==> src/rtl/cfpv_pkg.sv <==
// Package for the phase-velocity stencil: grid geometry, fixed-point widths,
// payload structs, controller states and the controller/datapath command bundle.
// No dependencies.
`default_nettype none

package cfpv_pkg;

  // Grid geometry (the edge fills its coordinate bits exactly; address is the packed {x, y, z})
  localparam int GRID_SIZE  = 64;
  localparam int COORD_W    = $clog2(GRID_SIZE);
  localparam int CELL_AW    = 3 * COORD_W;
  localparam int CELL_COUNT = GRID_SIZE * GRID_SIZE * GRID_SIZE;

  // Fixed-point widths
  localparam int SAMPLE_W  = 16;                 // Q2.14 component
  localparam int WORD_W    = 2 * SAMPLE_W;       // imag in high half, real in low half
  localparam int DIFF_W    = SAMPLE_W + 1;       // next - prev
  localparam int PROD_W    = DIFF_W + SAMPLE_W;  // one stencil product
  localparam int NUM_W     = PROD_W + 1;         // difference of two products
  localparam int DEN_W     = 2 * SAMPLE_W;       // cr^2 + ci^2
  localparam int MAG_W     = 2 * SAMPLE_W;       // |num|
  localparam int GRAD_FRAC = 12;                 // Q12 gradient
  localparam int QUO_W     = MAG_W + GRAD_FRAC;  // dividend and quotient
  localparam int DIV_BITS  = 4;                  // quotient bits per cycle
  localparam int HALF_W    = QUO_W / 2;
  localparam int GAIN_W    = 24;
  localparam int GPROD_W   = HALF_W + GAIN_W;
  localparam int FULL_W    = QUO_W + GAIN_W;
  localparam int VEL_W     = 32;
  localparam int NSLOT     = 7;                  // centre plus six neighbors
  localparam int NLANE     = 3;                  // x, y, z

  localparam logic [GAIN_W-1:0] GAIN_RESET = GAIN_W'(4096);

  // Sequencer counts
  localparam int CNT_W = 4;
  localparam logic [CNT_W-1:0] READ_LAST = CNT_W'(NSLOT);
  localparam logic [CNT_W-1:0] MUL_LAST  = CNT_W'(2 + 2 * NLANE);
  localparam logic [CNT_W-1:0] DIV_LAST  = CNT_W'(QUO_W / DIV_BITS - 1);
  localparam logic [CNT_W-1:0] MULG_LAST = CNT_W'(2 * NLANE);

  // Read slots
  localparam logic [2:0] SLOT_C  = 3'd0;
  localparam logic [2:0] SLOT_XP = 3'd1;
  localparam logic [2:0] SLOT_XM = 3'd2;
  localparam logic [2:0] SLOT_YP = 3'd3;
  localparam logic [2:0] SLOT_YM = 3'd4;
  localparam logic [2:0] SLOT_ZP = 3'd5;
  localparam logic [2:0] SLOT_ZM = 3'd6;

  // Stencil product order: centre energy first, then (di*cr, dr*ci) per axis
  localparam logic [2:0] MI_CRR = 3'd0;
  localparam logic [2:0] MI_CII = 3'd1;
  localparam logic [2:0] MI_AX0 = 3'd2;

  typedef enum logic {
    OP_WRITE = 1'b0,
    OP_QUERY = 1'b1
  } cfpv_op_t;

  typedef struct packed {
    cfpv_op_t                    command;
    logic [5:0]                  x_index;
    logic [5:0]                  y_index;
    logic [5:0]                  z_index;
    logic signed [SAMPLE_W-1:0]  sample_real;
    logic signed [SAMPLE_W-1:0]  sample_imag;
  } cfpv_in_t;

  typedef struct packed {
    logic signed [VEL_W-1:0] vel_x;
    logic signed [VEL_W-1:0] vel_y;
    logic signed [VEL_W-1:0] vel_z;
    logic                    zero_amplitude;
  } cfpv_out_t;

  typedef enum logic [2:0] {
    ST_IDLE,
    ST_READ,
    ST_MUL,
    ST_DIVL,
    ST_DIV,
    ST_MULG,
    ST_OUT
  } cfpv_state_t;

  typedef struct packed {
    logic       wr_en;
    logic       capture;
    logic       rd_en;
    logic [2:0] rd_slot;
    logic       mul_go;
    logic [2:0] mul_idx;
    logic       div_load;
    logic       div_step;
    logic       gmul_go;
    logic [2:0] gmul_idx;
    logic       out_load;
  } cfpv_cmd_t;

  typedef struct packed {
    logic den_zero;
  } cfpv_stat_t;

endpackage

`default_nettype wire

==> src/rtl/cfpv_ctrl.sv <==
// Controller for the phase-velocity stencil: sequences reads, products,
// division, gain scaling and result hand-off. Depends on cfpv_pkg.
`default_nettype none

module cfpv_ctrl (
  input  wire logic                clk,
  input  wire logic                rst,
  input  wire logic                in_valid,
  input  wire logic                in_query,
  output logic                     in_stall,
  output logic                     out_valid,
  input  wire logic                out_stall,
  input  wire cfpv_pkg::cfpv_stat_t stat,
  output cfpv_pkg::cfpv_cmd_t      cmd
);

  cfpv_pkg::cfpv_state_t           state, state_next;
  logic [cfpv_pkg::CNT_W-1:0]      cnt, cnt_next;
  logic                            out_free;

  assign out_free = !out_valid || !out_stall;
  assign in_stall = (state != cfpv_pkg::ST_IDLE);

  always_ff @(posedge clk) begin
    if (rst) begin
      state     <= cfpv_pkg::ST_IDLE;
      cnt       <= '0;
      out_valid <= 1'b0;
    end else begin
      state <= state_next;
      cnt   <= cnt_next;
      if (cmd.out_load) begin
        out_valid <= 1'b1;
      end else if (!out_stall) begin
        out_valid <= 1'b0;
      end
    end
  end

  // Next state
  always_comb begin
    state_next = state;
    cnt_next   = cnt;
    unique case (state)
      cfpv_pkg::ST_IDLE: begin
        cnt_next = '0;
        if (in_valid && in_query) begin
          state_next = cfpv_pkg::ST_READ;
        end
      end
      cfpv_pkg::ST_READ: begin
        if (cnt == cfpv_pkg::READ_LAST) begin
          state_next = cfpv_pkg::ST_MUL;
          cnt_next   = '0;
        end else begin
          cnt_next = cnt + 1'b1;
        end
      end
      cfpv_pkg::ST_MUL: begin
        if (cnt == cfpv_pkg::MUL_LAST) begin
          state_next = cfpv_pkg::ST_DIVL;
          cnt_next   = '0;
        end else begin
          cnt_next = cnt + 1'b1;
        end
      end
      cfpv_pkg::ST_DIVL: begin
        cnt_next   = '0;
        state_next = stat.den_zero ? cfpv_pkg::ST_OUT : cfpv_pkg::ST_DIV;
      end
      cfpv_pkg::ST_DIV: begin
        if (cnt == cfpv_pkg::DIV_LAST) begin
          state_next = cfpv_pkg::ST_MULG;
          cnt_next   = '0;
        end else begin
          cnt_next = cnt + 1'b1;
        end
      end
      cfpv_pkg::ST_MULG: begin
        if (cnt == cfpv_pkg::MULG_LAST) begin
          state_next = cfpv_pkg::ST_OUT;
          cnt_next   = '0;
        end else begin
          cnt_next = cnt + 1'b1;
        end
      end
      cfpv_pkg::ST_OUT: begin
        if (out_free) begin
          state_next = cfpv_pkg::ST_IDLE;
        end
      end
      default: begin
        state_next = cfpv_pkg::ST_IDLE;
        cnt_next   = '0;
      end
    endcase
  end

  // Commands
  always_comb begin
    cmd = '0;
    unique case (state)
      cfpv_pkg::ST_IDLE: begin
        cmd.wr_en   = in_valid && !in_query;
        cmd.capture = in_valid && in_query;
      end
      cfpv_pkg::ST_READ: begin
        cmd.rd_en   = (cnt < cfpv_pkg::READ_LAST);
        cmd.rd_slot = cnt[2:0];
      end
      cfpv_pkg::ST_MUL: begin
        cmd.mul_go  = (cnt < cfpv_pkg::MUL_LAST);
        cmd.mul_idx = cnt[2:0];
      end
      cfpv_pkg::ST_DIVL: begin
        cmd.div_load = 1'b1;
      end
      cfpv_pkg::ST_DIV: begin
        cmd.div_step = 1'b1;
      end
      cfpv_pkg::ST_MULG: begin
        cmd.gmul_go  = (cnt < cfpv_pkg::MULG_LAST);
        cmd.gmul_idx = cnt[2:0];
      end
      cfpv_pkg::ST_OUT: begin
        cmd.out_load = out_free;
      end
      default: begin
        cmd = '0;
      end
    endcase
  end

endmodule

`default_nettype wire

==> config.mk <==
export PLATFORM = sky130hd
export DESIGN_NAME = cfpv_ctrl
export DESIGN_NICKNAME = d
export VERILOG_FILES = /design/src/rtl/cfpv_pkg.sv /design/src/rtl/cfpv_ctrl.sv
export SDC_FILE = /design/constraint.sdc
export NUM_CORES = 1
export LEC_CHECK = 0
export BUFFER_PORTS_ARGS = -buffer_cell sky130_fd_sc_hd__buf_2
export CORE_UTILIZATION = 40
export CTS_BUF_LIST = sky130_fd_sc_hd__clkbuf_16
export CTS_CLUSTER_DIAMETER = 120
export DETAILED_ROUTE_END_ITERATION = 10
export PLACE_DENSITY = 0.74
export SLEW_MARGIN = 30
export SYNTH_ARGS = -nofsm -noshare
export SYNTH_HDL_FRONTEND = slang
export SYNTH_SLANG_ARGS = --single-unit
==> constraint.sdc <==
create_clock -name clk -period 2 [get_ports clk]
set_clock_uncertainty 0.15 [all_clocks]
set_input_delay 0.1 -clock clk [delete_from_list [all_inputs] [get_ports clk]]
set_output_delay 0.1 -clock clk [all_outputs]
set_load 0.02 [all_outputs]
# == Word level (Yosys, flattened, before mapping) ==
# Cells that the tools add are included.
# word_totals
in_bits,6
mem_bits_ro,0
out_inout_bits,19
ramBits,0
latchBits,0
reg_bits,8
elab_cells,55
mem_count,0
# classes
n_bitwise,0
magnitude_cmp,3
reduce_logical,9
mul,0
muxes,22
shifts,0
n_addsub,1
div,0
eq_ne,17
# ops
operator,count
$mux 4,7
$pmux 3 s7,1
$pmux 4 s5,1
$mux 3,6
$ne 2x2->1 const B,6
$eq 3x3->1 const B,3
$eq 4x3->1 const B,2
$eq 4x4->1 const B,2
$lt 4x3->1 const B,2
$eq 3x2->1 const B,2
$reduce_and 6->1,1
$mux 1,5
$add 4x1->4 const B,1
$lt 4x4->1 const B,1
$mux 2,2
$eq 3x1->1 const B,1
$logic_not 1->1,3
$logic_not 3->1,1
$reduce_bool 3->1,1
$logic_and 1x1->1,2
$ne 2x1->1 const B,1
$logic_or 1x1->1,1

# == Logic depth before layout (Yosys ltp) ==
# depth
word_depth,4
ltp_mapped,6
ltp_nobuf,6

# == Worst setup path before layout ==
# No wires, ideal clock.
# synth_timing
path_kind,register to register
startpoint,register state[1]
endpoint,register state[1]
path_stages_with_launch,6
path_buffers,1
t_required_ns,1.719
slack_ns,0.207
t_arrival_ns,1.512
cell_sequence,dfxtp_1 > buf_4 > nor3b_1 > a22o_4 > o31a_1 > a211oi_2
# synth_via
elab_chain_cells,3
# synth_rtl
item,line_no,rtl
start: declaration,cfpv_ctrl.sv:17,"cfpv_pkg::cfpv_state_t state, state_next;"
start signal: assignment,cfpv_ctrl.sv:26,state <= cfpv_pkg::ST_IDLE;
start signal: assignment,cfpv_ctrl.sv:30,state <= state_next;
"$eq 3x3->1, or another cell as far along",cfpv_ctrl.sv:44,unique case (state)
$ne 2x2->1 (no line),-,
$reduce_and 6->1 (no line),-,
# Several ways; a longest one is shown, not always the timed one.
# A chain may end at the register's enable or synchronous reset.

==> results.toml <==
[yosys]
ys_seq_area_frac = 0.2257
synth_cell_types = 33
syn-cell-area_um2 = 709.4
synth-main-ff-cell = "dfxtp_1"
synth_seq_cells = 8
synth_edf_count = 0
syn_avg_cell_area_um2 = 8.154
async_reset_ff_frac = 0
synthesis.nets = 96
yosys_warnings = 0
synthCells = 87

[clock_tree]
clock_sinks = 8
numCtsBuffers = 3
cts_tree = "built"
root_buffer = "clkbuf_16"
clk_pin_slew_ps = 40
clock_latency_ps = 240
htreeDepth = 1
clk_path_buf_depth = 2

[power]
switching_power_mw = 0.4367
p_leak_nw = 0.4030
p_per_area_nw_per_um2 = 1248
p_seq_frac = 0.247
peakVddDrop_v = 0.0007170
power.internal_mw = 0.6595
combPwrFrac = 0.442
clockPowerShare = 0.311
sw_frac_of_total = 0.3983

[route]
drt.antenna.violating_nets = 0
drt_iter0_markers = 12
vias = 675
via_per_inst = 5.444
routed_wl_um = 1583
wl_per_cell_um = 12.77
drt-pass1-iter-count = 6
drc = 0

[place]
gp_congestion = 0.8052
place_area_um2 = 793.3
dp_hpwl_um = 1150
numPortBuffers = 24
pre_cts_slack_ps = 166.9

[die]
die_w_um = 44.12
fp.dieArea_um2 = 1946
placementRows = 14
dieHeight_um = 44.12
initial_core_util = 0.4500
core_area_um2 = 1577
ios = 25

[final_layout]
fin_nets = 119
nFillCells = 148
n_antenna_cell = 0
area_delta_synth_final_pct = 23.81
drive_above_1_share = 0.3241
stdcell_area_um2 = 878.3

[grt]
antenna_found_initial = 0
grt_pass1_vias = 590
grt_use_met1 = 0.2375
gr-usage-met3 = 0.04082
grt_max_degree = 15
top_usage_layer = "met2"
met2_usage = 0.2853
grt_pass1_wl_um = 2649
grt_overflow = 0
grt_util_all_layers = 0.1873

[timing]
setup_tns_ps = 0
layout_worst_path_cycle_share = 0.9619
setup_ws_ps = 76.14
hold_ws_ps = 42.69
slew_violations = 0
post-route-min-period_ps = 1924
fmax_mhz = 519.8
max_slew_margin = 0.7259
hold_violations = 0
tightest_slew_ps = 410.6
rsz0062_at_grt = "false"
setup_viol = 0

[critical_path]
rrSetupSlack_ps = 160
start_kind = "flop"
r2r-start = "cnt[0]"
regToRegEndpoint = "state[1]"
cp.required_ps = 1750
crit_arrival_ps = 1670
endpoint_kind = "output port"
crit_end = "cmd[14]"
crit_type = "flop to output port"
cp_max_fo = 14
r2r_cells = 6
worstSetupStartpoint = "state[0]"

[job]
max_cap_violations = 0

[worst_hold_path]
min_path_type = "input port to flop"

[status]
outcome = "finished clean"
## per-layer routing
layer / up-vias / share of wire
met4: 0 / 0.023
met5: - / 0
met2: 34 / 0.44
met1: 286 / 0.46
met3: 5 / 0.069
li1: 350 / -
## what timing repair did
item	CTS	global route
resized for setup	0	0
hold buffers	1	0
endpoints found under the hold margin	1	0
setup buffers	0	0
## Yosys cell counts, types with 2 or more instances
cell       n  area, um^2
a21oi_1   10       50.05
nor2_1     9       33.78
dfxtp_1    8       160.2
inv_1      6       22.52
and2_1     5       31.28
nand2_1    5       18.77
nand3b_1   4       30.03
buf_6      3       33.78
ha_1       3       37.54
nor3_1     3       15.01
nor3b_1    3       22.52
a211oi_1   2       15.01
a211oi_2   2       25.02
buf_4      2       15.01
nor2b_1    2       12.51
o22ai_1    2       12.51
or3_1      2       12.51
## cell families (layout without fill, tap and decap cells)
logic type | count (synthesis) | after routing | share of synthesized area
xor+xnor | 1 | 1 | 0.01235
buf+inv | 13 | 34 | 0.1111
simple gates | 39 | 39 | 0.3474
flops | 8 | 8 | 0.2257
fa+ha+maj | 3 | 3 | 0.05292
compound gates | 23 | 23 | 0.2504
## metrics by stage
step,utilization,instances,power (mW)
finish,0.5571,124,1.096
global route,0.5571,124,1.164
CTS,0.5571,124,1.103
detailed placement,0.5032,120,0.7539
global placement,0.5032,120,0.7379
floorplan,-,87,0.6680
## worst max-delay path: stages (launching register included)
cell and delay (ps):
dfxtp_1 560, or3b_4 470, nor3_1 200, buf_2 200
## state kept, by name, indices dropped and copies added (netlist names)
| name | flops |
|---|---|
| cnt | 4 |
| state | 3 |
| out_valid | 1 |
## cell usage in the layout, fill, tap and decap left out, drive strengths merged
cell and n:
and4bb 1, a211oi 4, dfxtp 8, o2111a 1, inv 6, and3b 1, nand3b 5, nor2b 2
buf 24, or3b 1, o22ai 3, dlygate4sd3 1, clkbuf 3, nor3 3, or3 2, ha 3
a22o 1, a21oi 10, o21ai 2, xnor2 1, and2 5, o21a 1, nand2 5, nand3 1
nor2 9, nor3b 4, o31a 1
## power groups by stage
stage	Combinational, mW	Sequential [mW]	Clock (mW)
4_1_cts	0.487	0.270	0.346
5_1_grt	0.526	0.284	0.354
3_5_place_dp	0.482	0.272	0
3_3_place_gp	0.470	0.268	0
2_1_floorplan	0.444	0.224	0
6_report	0.484	0.271	0.341
## worst min-delay path by stage
stage / start / end / slack, ps / cells after the start
after floorplan: in_query / cmd[16] / 130 / 1
after global placement: rst / state[1] / 240 / 2
after CTS: out_stall / out_valid / 40 / 3
final: out_stall / out_valid / 40 / 3
after global routing: out_stall / out_valid / 70 / 3
after detailed placement: rst / state[1] / 240 / 2
## area by class of cell
class | count | area (um^2) | area share
Multi-Input combinational cell | 66 | 470.5 | 0.5356
Clock buffer | 3 | 75.07 | 0.08547
Timing Repair Buffer | 25 | 130.1 | 0.1481
Inverter | 6 | 22.52 | 0.02564
Sequential cell | 8 | 160.2 | 0.1823
Tap cell | 16 | 20.02 | 0.02279
Power figures use the tool's default switching activity.
